`src/sv/bhld_pkg.sv`:
```
`timescale 1ns / 1ps
// shared types and constants for the baseline hue line detector
package bhld_pkg;

	localparam int DATA_W = 40;
	localparam int HUE_W = 16;
	localparam int SAT_W = 8;
	localparam int LIGHT_W = 8;
	localparam int HSUM_W = 24;
	localparam int SSUM_W = 16;
	localparam int TALLY_W = 8;
	localparam int STEP_W = 5;

	localparam logic [TALLY_W-1:0] DEFAULT_SAMPLES = 8'd10;
	localparam int MARGIN_SHIFT = 3;

	localparam logic [1:0] MODE_DETECT = 2'd0;
	localparam logic [1:0] MODE_SAMPLE = 2'd1;
	localparam logic [1:0] MODE_CLEAR = 2'd2;

	localparam logic REG_ENABLE_MASK = 1'b0;
	localparam logic REG_SAMPLE_COUNT = 1'b1;

	localparam logic [1:0] PH_HUE = 2'd0;
	localparam logic [1:0] PH_SAT = 2'd1;
	localparam logic [1:0] PH_LIGHT = 2'd2;

	localparam logic [STEP_W-1:0] HUE_STEPS = 5'd24;
	localparam logic [STEP_W-1:0] NARROW_STEPS = 5'd16;

	typedef enum logic [4:0] {
		ST_IDLE = 5'b00001,
		ST_EXEC = 5'b00010,
		ST_DIV  = 5'b00100,
		ST_RES  = 5'b01000,
		ST_OUT  = 5'b10000
	} state_t;

endpackage

```
`src/sv/baseline_hue_line_detector.sv`:
```
`timescale 1ns / 1ps
// baseline hue line detector: per-sensor calibration sums, serial divider, detect compare
// detect, clear and plain sample requests pass from the EXEC state through RES to the output;
// a sample that completes a calibration also passes through the DIV state, since one restoring divider
// forms the three averages one quotient bit per cycle (24 + 16 + 16 steps)
// throughput: one request at a time, accepted the cycle after the result is taken
// reset clears every sensor store, sets enable_mask to 15 and sample_count to 10
module baseline_hue_line_detector
	import bhld_pkg::*;
#(
	parameter int SENSOR_COUNT = 8
) (
	input  logic               clk,
	input  logic               arst_n,
	input  logic               psel,
	input  logic               penable,
	input  logic               pwrite,
	input  logic [2:0]         paddr,
	input  logic [31:0]        pwdata,
	output logic [31:0]        prdata,
	output logic               pready,
	input  logic               s_tvalid,
	output logic               s_tready,
	// sensor[2:0], hue[18:3], saturation[26:19], lightness[34:27], zeros above
	input  logic [DATA_W-1:0]  s_tdata,
	// mode[1:0]
	input  logic [1:0]         s_tuser,
	output logic               m_tvalid,
	input  logic               m_tready,
	// accepted[0], is_white[1], cal_done[2], baseline_hue[18:3], baseline_sat[26:19],
	// baseline_light[34:27], zeros above
	output logic [DATA_W-1:0]  m_tdata
);

	localparam int IDX_W = (SENSOR_COUNT > 1) ? $clog2(SENSOR_COUNT) : 1;

	state_t state_q;

	logic [7:0]         enable_mask_q;
	logic [TALLY_W-1:0] sample_count_q;

	logic [HSUM_W-1:0]  hue_sum_q   [SENSOR_COUNT];
	logic [SSUM_W-1:0]  sat_sum_q   [SENSOR_COUNT];
	logic [SSUM_W-1:0]  light_sum_q [SENSOR_COUNT];
	logic [TALLY_W-1:0] tally_q     [SENSOR_COUNT];
	logic [HUE_W-1:0]   base_hue_q  [SENSOR_COUNT];
	logic [SAT_W-1:0]   base_sat_q  [SENSOR_COUNT];
	logic [LIGHT_W-1:0] base_light_q[SENSOR_COUNT];
	logic               cal_q       [SENSOR_COUNT];

	logic [1:0]         mode_q;
	logic [2:0]         sensor_q;
	logic [HUE_W-1:0]   hue_q;
	logic [SAT_W-1:0]   sat_q;
	logic [LIGHT_W-1:0] light_q;

	logic acc_q, white_q, done_q;

	// divider working registers
	logic [HSUM_W-1:0]  dvd_q;
	logic [TALLY_W-1:0] rem_q;
	logic [TALLY_W-1:0] dvs_q;
	logic [STEP_W-1:0]  step_q;
	logic [1:0]         phase_q;
	logic [SSUM_W-1:0]  sat_new_q;
	logic [SSUM_W-1:0]  light_new_q;

	logic               m_tvalid_q;
	logic [DATA_W-1:0]  m_tdata_q;

	logic [IDX_W-1:0]   idx;
	logic               en;
	logic [HSUM_W-1:0]  hue_new;
	logic [SSUM_W-1:0]  sat_new;
	logic [SSUM_W-1:0]  light_new;
	logic [TALLY_W-1:0] tally_new;
	logic [TALLY_W-1:0] target;
	logic [HUE_W:0]     limit;
	logic [TALLY_W:0]   rem_shift;
	logic               q_bit;
	logic [TALLY_W-1:0] rem_next;
	logic [HSUM_W-1:0]  dvd_next;
	logic               cfg_wr;
	logic [HUE_W-1:0]   out_bh;
	logic [SAT_W-1:0]   out_bs;
	logic [LIGHT_W-1:0] out_bl;

	assign idx = IDX_W'(sensor_q);
	assign en  = (int'(sensor_q) < SENSOR_COUNT) && enable_mask_q[sensor_q];

	assign hue_new   = hue_sum_q[idx] + HSUM_W'(hue_q);
	assign sat_new   = sat_sum_q[idx] + SSUM_W'(sat_q);
	assign light_new = light_sum_q[idx] + SSUM_W'(light_q);
	assign tally_new = tally_q[idx] + 8'd1;
	assign target    = (sample_count_q == '0) ? DEFAULT_SAMPLES : sample_count_q;
	// margin sum kept one bit wider so it cannot wrap
	assign limit     = {1'b0, base_hue_q[idx]} + (HUE_W+1)'(base_hue_q[idx] >> MARGIN_SHIFT);

	// one restoring division step
	assign rem_shift = {rem_q, dvd_q[HSUM_W-1]};
	assign q_bit     = rem_shift >= {1'b0, dvs_q};
	assign rem_next  = q_bit ? TALLY_W'(rem_shift - {1'b0, dvs_q}) : rem_shift[TALLY_W-1:0];
	assign dvd_next  = {dvd_q[HSUM_W-2:0], q_bit};

	assign out_bh = en ? base_hue_q[idx]   : '0;
	assign out_bs = en ? base_sat_q[idx]   : '0;
	assign out_bl = en ? base_light_q[idx] : '0;

	assign cfg_wr = psel && penable && pwrite && pready;
	assign pready = 1'b1;

	always_comb begin
		prdata = '0;
		unique case (paddr[2])
			REG_ENABLE_MASK:  prdata = 32'(enable_mask_q);
			REG_SAMPLE_COUNT: prdata = 32'(sample_count_q);
			default:          prdata = '0;
		endcase
	end

	assign s_tready = (state_q == ST_IDLE);
	assign m_tvalid = m_tvalid_q;
	assign m_tdata  = m_tdata_q;

	always_ff @(posedge clk or negedge arst_n) begin
		if (!arst_n) begin
			enable_mask_q  <= 8'd15;
			sample_count_q <= DEFAULT_SAMPLES;
		end else if (cfg_wr) begin
			unique case (paddr[2])
				REG_ENABLE_MASK:  enable_mask_q  <= pwdata[7:0];
				REG_SAMPLE_COUNT: sample_count_q <= pwdata[7:0];
				default: ;
			endcase
		end
	end

	always_ff @(posedge clk or negedge arst_n) begin
		if (!arst_n) begin
			state_q     <= ST_IDLE;
			m_tvalid_q  <= 1'b0;
			m_tdata_q   <= '0;
			mode_q      <= '0;
			sensor_q    <= '0;
			hue_q       <= '0;
			sat_q       <= '0;
			light_q     <= '0;
			acc_q       <= 1'b0;
			white_q     <= 1'b0;
			done_q      <= 1'b0;
			dvd_q       <= '0;
			rem_q       <= '0;
			dvs_q       <= '0;
			step_q      <= '0;
			phase_q     <= PH_HUE;
			sat_new_q   <= '0;
			light_new_q <= '0;
			for (int i = 0; i < SENSOR_COUNT; i++) begin
				hue_sum_q[i]    <= '0;
				sat_sum_q[i]    <= '0;
				light_sum_q[i]  <= '0;
				tally_q[i]      <= '0;
				base_hue_q[i]   <= '0;
				base_sat_q[i]   <= '0;
				base_light_q[i] <= '0;
				cal_q[i]        <= 1'b0;
			end
		end else begin
			unique case (state_q)
				ST_IDLE: begin
					if (s_tvalid) begin
						mode_q   <= s_tuser;
						sensor_q <= s_tdata[2:0];
						hue_q    <= s_tdata[18:3];
						sat_q    <= s_tdata[26:19];
						light_q  <= s_tdata[34:27];
						state_q  <= ST_EXEC;
					end
				end
				ST_EXEC: begin
					acc_q   <= 1'b0;
					white_q <= 1'b0;
					done_q  <= 1'b0;
					state_q <= ST_RES;
					if (en) begin
						case (mode_q)
							MODE_DETECT: begin
								if (cal_q[idx]) begin
									acc_q   <= 1'b1;
									white_q <= {1'b0, hue_q} > limit;
								end
							end
							MODE_SAMPLE: begin
								acc_q <= 1'b1;
								if (tally_new >= target) begin
									// sums restart now, the averages follow from the divider
									hue_sum_q[idx]   <= '0;
									sat_sum_q[idx]   <= '0;
									light_sum_q[idx] <= '0;
									tally_q[idx]     <= '0;
									dvd_q            <= hue_new;
									rem_q            <= '0;
									dvs_q            <= tally_new;
									step_q           <= HUE_STEPS;
									phase_q          <= PH_HUE;
									sat_new_q        <= sat_new;
									light_new_q      <= light_new;
									state_q          <= ST_DIV;
								end else begin
									hue_sum_q[idx]   <= hue_new;
									sat_sum_q[idx]   <= sat_new;
									light_sum_q[idx] <= light_new;
									tally_q[idx]     <= tally_new;
								end
							end
							MODE_CLEAR: begin
								acc_q            <= 1'b1;
								hue_sum_q[idx]   <= '0;
								sat_sum_q[idx]   <= '0;
								light_sum_q[idx] <= '0;
								tally_q[idx]     <= '0;
								base_hue_q[idx]  <= '0;
								base_sat_q[idx]  <= '0;
								base_light_q[idx] <= '0;
								cal_q[idx]       <= 1'b0;
							end
							default: ;
						endcase
					end
				end
				ST_DIV: begin
					if (step_q == 5'd1) begin
						rem_q <= '0;
						case (phase_q)
							PH_HUE: begin
								base_hue_q[idx] <= dvd_next[HUE_W-1:0];
								dvd_q   <= {sat_new_q, 8'd0};
								step_q  <= NARROW_STEPS;
								phase_q <= PH_SAT;
							end
							PH_SAT: begin
								base_sat_q[idx] <= dvd_next[SAT_W-1:0];
								dvd_q   <= {light_new_q, 8'd0};
								step_q  <= NARROW_STEPS;
								phase_q <= PH_LIGHT;
							end
							default: begin
								base_light_q[idx] <= dvd_next[LIGHT_W-1:0];
								cal_q[idx] <= 1'b1;
								done_q     <= 1'b1;
								state_q    <= ST_RES;
							end
						endcase
					end else begin
						dvd_q  <= dvd_next;
						rem_q  <= rem_next;
						step_q <= step_q - 5'd1;
					end
				end
				ST_RES: begin
					m_tdata_q  <= {5'd0, out_bl, out_bs, out_bh, done_q, white_q, acc_q};
					m_tvalid_q <= 1'b1;
					state_q    <= ST_OUT;
				end
				ST_OUT: begin
					if (m_tready) begin
						m_tvalid_q <= 1'b0;
						state_q    <= ST_IDLE;
					end
				end
				default: state_q <= ST_IDLE;
			endcase
		end
	end

endmodule
```
`config.mk`:
```
export PLATFORM = sky130hd
export DESIGN_NAME = baseline_hue_line_detector
export DESIGN_NICKNAME = d
export VERILOG_FILES = /design/src/sv/bhld_pkg.sv /design/src/sv/baseline_hue_line_detector.sv
export SDC_FILE = /design/constraint.sdc
export NUM_CORES = 2
export LEC_CHECK = 0
export BUFFER_PORTS_ARGS = -buffer_cell sky130_fd_sc_hd__buf_2
export CAP_MARGIN = 20
export CELL_PAD_IN_SITES_DETAIL_PLACEMENT = 1
export CELL_PAD_IN_SITES_GLOBAL_PLACEMENT = 2
export CORE_MARGIN = 1.5
export CORE_UTILIZATION = 42
export CTS_CLUSTER_SIZE = 20
export DETAILED_ROUTE_END_ITERATION = 8
export GPL_TIMING_DRIVEN = 0
export PLACE_DENSITY = 0.83
export SKIP_LAST_GASP = 1
export SLEW_MARGIN = 20
export SYNTH_ARGS = -nofsm -noshare
export SYNTH_HDL_FRONTEND = slang
export SYNTH_SLANG_ARGS = --single-unit
```
`constraint.sdc`:
```
create_clock -name clk -period 6.5 [get_ports clk]
set_input_delay 0.325 -clock clk [delete_from_list [all_inputs] [get_ports clk]]
set_output_delay 0.325 -clock clk [all_outputs]
set_load 0.005 [all_outputs]
```
After elaboration in Yosys (flattened, before gate mapping)
Cells that the tools add are included.
{ "classes": {"mux": 117, "n_div": 0, "mul": 0, "n_bitwise": 15, "reduce_logical": 26, "shift": 0, "n_lt_le_gt_ge": 6, "n_eq_ne": 22, "add_sub_neg": 7} }
{ "ops": {"columns": ["operator", "n"], "rows": [
  ["128-bit 2-to-1 mux", 6],
  ["128-bit one-hot mux with 2 select lines", 3],
  ["64-bit 2-to-1 mux", 9],
  ["128-bit bitwise AND", 3],
  ["128-bit bitwise mux", 3],
  ["192-bit one-hot mux with 2 select lines", 1],
  ["64-bit one-hot mux with 2 select lines", 3],
  ["192-bit bitwise AND", 1],
  ["64-bit bitwise AND", 3],
  ["192-bit bitwise mux", 1],
  ["64-bit bitwise mux", 3],
  ["192-bit 2-to-1 mux", 1],
  ["192-bit inverter", 1],
  ["24-bit 2-to-1 mux", 7],
  ["8-bit 2-to-1 mux", 19],
  ["16-bit binary-select mux with 3-bit select", 3],
  ["16-bit 2-to-1 mux", 8],
  ["128-bit inverter", 1],
  ["24-bit one-hot mux with 2 select lines", 2],
  ["24-bit binary-select mux with 3-bit select", 1],
  ["8-bit binary-select mux with 3-bit select", 3],
  ["24-bit demux with 3-bit select", 1],
  ["64-bit inverter", 1],
  ["32-bit one-hot mux with 2 select lines", 1],
  ["other kinds (52)", 108]
]} }
{ "totals": {"romBits": 0, "reg_bits": 952, "ramBits": 0, "latch_bits": 0, "in_bits": 84, "memories": 0, "elab_cells": 277, "out_inout_bits": 75} }

Logic depth before layout (Yosys ltp)
{ "depth": {"ltp_word": 10, "ltp_mapped": 27, "depth_no_buf": 21} }

Least setup slack after synthesis
OpenSTA, ideal clock, no wires.
{ "synth_timing": {"path_kind": "reg2reg", "startpoint": "register sensor_q[0], in the netlist idx[0]", "endpoint": "register white_q", "setup_time_ps": 126, "synth_period_minus_slack_ps": 5195, "path_buffers": 7, "required_ps": 6374, "slack_ps": 1305, "stages_incl_launch_ff": 27, "arrival_time_ps": 5069, "cell_sequence": "dfrtp_1 > buf_4 > buf_4 > buf_4 > buf_2 > buf_4 > buf_2 > buf_4 > mux2i_1 > o21ai_0 > o21ai_0 > o21ai_0 > ha_1 > fa_1 > a211o_1 > a21oi_1 > o21a_1 > o21ai_0 > or4_1 > nand3_1 > xor2_1 > ha_1 > nand4_1 > nor4_1 > nand2_1 > o2111ai_1 > o31ai_1"} }
{ "synth_via": {"elab_chain_len": 9, "word_cells_on_any_way": 14, "classes_between": "1 x add/sub; 1 x order compare; 11 x mux; 1 x bitwise"} }
{ "synth_lines": {"columns": ["item", "line_no", "text"], "rows": [
  ["from (decl)", "baseline_hue_line_detector.sv:52", "logic [2:0] sensor_q;"],
  ["from (signal assigned)", "baseline_hue_line_detector.sv:173", "sensor_q <= s_tdata[2:0];"],
  ["3-bit inverter with 4-bit output (implied by the code)", "baseline_hue_line_detector.sv:97, baseline_hue_line_detector.sv:188", null],
  ["16-bit binary-select mux with 3-bit select", "baseline_hue_line_detector.sv:97", "assign limit = {1'b0, base_hue_q[idx]} + (HUE_W+1)'(base_hue_q[idx] >> MARGIN_SHIFT);"],
  ["16-bit 2-to-1 mux (implied by the code) (2 in series)", "baseline_hue_line_detector.sv:97", null],
  ["16-bit by 13-bit adder with 17-bit output", "baseline_hue_line_detector.sv:97", null],
  ["16-bit by 17-bit greater-than comparator with 1-bit output", "baseline_hue_line_detector.sv:190", "white_q <= {1'b0, hue_q} > limit;"],
  ["1-bit 2-to-1 mux", "baseline_hue_line_detector.sv:188", "if (cal_q[idx]) begin"],
  ["1-bit 2-to-1 mux", "baseline_hue_line_detector.sv:186", "case (mode_q)"],
  ["1-bit 2-to-1 mux *", "baseline_hue_line_detector.sv:185", "if (en) begin"],
  ["to (signal assigned)", "baseline_hue_line_detector.sv:190", null],
  ["to (decl)", "baseline_hue_line_detector.sv:57", "logic acc_q, white_q, done_q;"]
]} }
Every way passes the cells marked *; elsewhere a longest branch is shown, timed or not. The select of a mux whose other input is x is not followed.
A chain may end at the register's enable or synchronous reset.

Final worst setup path
Same ends and word-level chain as after synthesis.

==> impl_summary.txt <==
----------------------------------------------------
[Final layout]
  Area added between synthesis and finish ... 16.05%
  Post-route core utilization ... 49.40%
  Share of final-layout standard cells stronger than drive strength 1 ... 17.21%
  Total of fill cells in the finished design ... about 12000
  Final layout net count ... 4771

[Synthesis]
  Number of enable-type register cells in the synthesized netlist ... 0
  Synth Flop Type ... sky130_fd_sc_hd__dfrtp_1
  Post-synthesis instance area ... ~45000 um2
  Share of synthesized registers carrying an async set or reset ... 100.0%
  Post-synthesis register bit count ... 952
  Number of warnings reported in the yosys synthesis log ... 0
  Sequential share of the synthesized area ... 52.96%
  Average footprint of a synthesized cell ... 10.45 um2
  Cell variety after synth ... 102
  Gate Count Post-Synth ... 4305

[Setup path]
  Startpoint kind of the worst setup timing path ... register
  Largest stage delay, worst path ... 480 ps
  Critical Path RT ... 7090 ps
  Register-to-Register Setup Slack ... 0.2 ps
  Highest fanout seen on the critical path ... 10
  Worst path arrival time ... 7090 ps
  Critical Path End Type ... register
  Type of the worst setup path ... reg2reg
  Worst reg2reg path startpoint ... idx[0]
  Most frequent CP cell ... sky130_fd_sc_hd__buf_6
  List of cells traversed by the critical path ... buf_4 -> buf_6 -> buf_6 -> buf_6 -> buf_8 -> buf_6 -> buf_6 -> mux2i_1 -> o21ai_0 -> o21ai_0 -> o21ai_2 -> ha_1 -> fa_1 -> a211o_1 -> a21oi_1 -> o21bai_1 -> xnor2_1 -> ha_1 -> a2111oi_0 -> a211oi_1 -> a211oi_1 -> o21ai_0 -> a31oi_1 -> o31ai_1
  Total buffers and inverters traversed by the critical path ... 7
  End of the worst register-to-register path ... white_q
  CP max stage cell ... sky130_fd_sc_hd__fa_1
  Top delay family on crit path ... compound AO/OA/AOI/OAI gates
  Cell count of the worst reg-to-reg path ... 24
  Crit path launch ... idx[0]

[Run status]
  Run status ... finished, final reports clean

[Placement]
  Number of port buffers ... 96
  Final HPWL DP ... 132.3 mm
  Global placer's final weighted congestion ... 0.9254

[Timing]
  Fmax ... 153.9 MHz
  Final Slew Violations ... 0
  Normalized max-slew margin ... 17.18%
  Maximum clock skew at final layout ... 24.46 ps
  Number of failing setup endpoints in the final timing report ... 0
  Minimum clock period ... approximately 6500 ps
  Slew at the pin closest to its max-slew limit ... 1242 ps
  Unrepaired setup endpoints after global routing ... yes
  Final Hold Violating Endpoints ... 0
  Post-route fraction of the period consumed by the critical path ... 100.0%

[Route]
  DR pass1 iterations ... 8
  Via density per instance ... 6.210
  Number of DRC violations after detailed routing ... 0
  Total via count in the routed design ... 37750
  Top Layer Used ... met5
  Metal3 WL ... 14.08 mm
  Drt initial violations ... 3482
  M1 wire length ... roughly 80 mm
  DRT antenna net count ... 0
  Final routed wirelength across all metal layers ... 191.2 mm
  Met2 routed WL ... roughly 89 mm
  Average detailed-routed wire length per instance ... approximately 31 um

[Hold path]
  Hold WC Path Type ... in2async

[CTS]
  CTS H-tree lvls ... 3
  Worst-path clk slew ... 60 ps
  Total clock buffers created by CTS ... 106
  Clock root buffer ... sky130_fd_sc_hd__clkbuf_16
  Clock latency reported for the late side of the worst-skew pair ... 720 ps
  CTS tree ... built
  Clock buffer depth ... 3
  CTS Sinks ... 952

[Floorplan]
  DIE AREA ... 109100 um2
  Number of placement rows ... 119
  Core Footprint ... 105700 um2
  Initial standard-cell utilization of the core ... 42.57%
  Die Wd ... around 330 um
  Total I/O pin count ... 159
  Die boundary height ... ~330 um

[Power]
  Power Dens Cells ... 401.3 nW/um2
  Leakage Power ... 23.69 nW
  Final Power ... 20.95 mW
  Clk network pwr share ... between 30% and 40%
  Sequential share of power ... 33.8%
  Switching share of total power ... a little over two fifths
  Combinational power share ... 35.8%
  Highest ir drop seen on vdd ... approximately 280 uV
  Switching pwr ... roughly 8.8 mW
  Internal power of the cells ... 12.20 mW

[GRT]
  Global-route usage over all layers ... 35.17%
  Largest net degree at the start of global routing ... 133
  Vias in the first global route ... 38999
  Number of antenna violations at the first check in global routing ... 3
  Residual overflow from global routing ... 0
  First-pass GRT wire length ... 276.6 mm

[Flow run]
  Max_cap viols ... 0

----------------------------------------------------
synth_stat cells, types with 23 or more instances:
master / count / area, um2
sky130_fd_sc_hd__a211oi_1: 29 / 217.7
sky130_fd_sc_hd__a21o_1: 23 / 172.7
sky130_fd_sc_hd__a21oi_1: 80 / 400.4
sky130_fd_sc_hd__a221oi_1: 78 / 683.2
sky130_fd_sc_hd__a22o_1: 44 / 385.4
sky130_fd_sc_hd__a22oi_1: 120 / 900.9
sky130_fd_sc_hd__and2_1: 28 / 175.2
sky130_fd_sc_hd__buf_1: 26 / 97.59
sky130_fd_sc_hd__buf_2: 31 / 155.2
sky130_fd_sc_hd__buf_4: 41 / 307.8
sky130_fd_sc_hd__clkbuf_1: 236 / 885.9
sky130_fd_sc_hd__dfrtp_1: 945 / 23650
sky130_fd_sc_hd__ha_1: 84 / 1051
sky130_fd_sc_hd__inv_1: 35 / 131.4
sky130_fd_sc_hd__mux2_2: 296 / 3333
sky130_fd_sc_hd__mux2i_1: 90 / 900.9
sky130_fd_sc_hd__nand2_1: 843 / 3164
sky130_fd_sc_hd__nand3_1: 49 / 245.2
sky130_fd_sc_hd__nor2_1: 98 / 367.9
sky130_fd_sc_hd__nor3_1: 25 / 125.1
sky130_fd_sc_hd__o21ai_0: 601 / 3008
sky130_fd_sc_hd__o31ai_1: 93 / 698.2
sky130_fd_sc_hd__xnor2_1: 31 / 271.5
what timing repair did:
item / in CTS / in global routing
gates resized for setup: 84 / 32
endpoints found under the hold margin: 194 / 0
buffers inserted: 1 / 6
pin swaps: 2 / 2
hold buffers: 46 / 0
gates cloned: 0 / 0
endpoints found under the setup margin: 578 / 455
power groups by stage:
stage	sequential [mW]	clock, mW	combinational (mW)
5_1_grt	7.14	6.61	7.76
3_5_place_dp	7.17	0	6.99
4_1_cts	7.07	6.40	7.15
6_report	7.09	6.38	7.49
3_3_place_gp	7.15	0	6.84
2_1_floorplan	6.95	0	3.64
worst max path at each step:
stage          cells after the start              to
2_1_floorplan                     26         white_q
3_3_place_gp                       1   sat_sum_q[86]
3_5_place_dp                      16  hue_sum_q[191]
4_1_cts                           27         white_q
5_1_grt                           27         white_q
6_report                          24         white_q
cell type report:
class	instances	area, um2	area share (%)
clock buffer	161	3221	6.167
tap	1391	1740	3.333
sequential	952	23830	45.63
multi-input combinational	3000	19860	38.02
inverter	40	155.1	0.2971
clock inverter	32	440.4	0.8434
buffer	337	1659	3.177
timing repair buffer	161	1306	2.501
antenna	5	12.51	0.02396
per-layer routing:
metal	GRT usage, %	vias to the layer above
li1	-	15975
met1	45.93	19764
met2	56.58	1546
met3	6.809	461
met4	16.31	4
met5	0	-
registers in the layout, indices dropped and copies added (netlist names), 16 cells and up, named ones only:
name	cells
m_tdata	35
sat_sum_q	128
hue_sum_q	192
hue_q	16
base_hue_q	128
light_new_q	16
base_sat_q	64
dvd_q	24
base_light_q	64
sat_new_q	16
tally_q	64
light_sum_q	128
logic make-up after synthesis:
family	count (synthesis)	synth area share (%)
AND/OR/NAND/NOR	1167	11.15
AO/OA/AOI/OAI	1239	17.66
XOR/XNOR	59	1.248
multiplexers	416	10.71
flip-flops	952	52.96
buffers and inverters	381	3.709
adder cells (fa/ha/maj)	89	2.558
other	2	0.01669
cells in the final DEF (no fill, tap or decap), types with 34 or more instances in the layout:
master,instances
sky130_fd_sc_hd__nand3_1,49
sky130_fd_sc_hd__o31ai_1,93
sky130_fd_sc_hd__dfrtp_1,945
sky130_fd_sc_hd__buf_4,51
sky130_fd_sc_hd__dlygate4sd3_1,46
sky130_fd_sc_hd__mux2_2,296
sky130_fd_sc_hd__a22oi_1,120
sky130_fd_sc_hd__inv_1,35
sky130_fd_sc_hd__a21oi_1,80
sky130_fd_sc_hd__clkbuf_16,107
sky130_fd_sc_hd__nand2_1,843
sky130_fd_sc_hd__a221oi_1,77
sky130_fd_sc_hd__o21ai_0,596
sky130_fd_sc_hd__clkbuf_1,217
sky130_fd_sc_hd__nor2_1,93
sky130_fd_sc_hd__mux2i_1,89
sky130_fd_sc_hd__a22o_1,44
sky130_fd_sc_hd__clkbuf_8,34
sky130_fd_sc_hd__ha_1,84
sky130_fd_sc_hd__buf_2,121
metrics by stage:
step                      setup slack (ps)  hold WS (ps)  TNS, ps  area (um2)  instances
after floorplan                       1305         29.41        0       45110       4333
after global routing                -292.8         144.4   -300.5       52210       6074
final                               0.1799         147.8        0       52220       6079
after CTS                            3.678         114.6        0       52010       6068
after global placement              -16350         453.2        -       47330       5820
after detailed placement             -2168         268.2  -570380       47650       5830
Note: power is estimated with default switching activity, not from simulation.
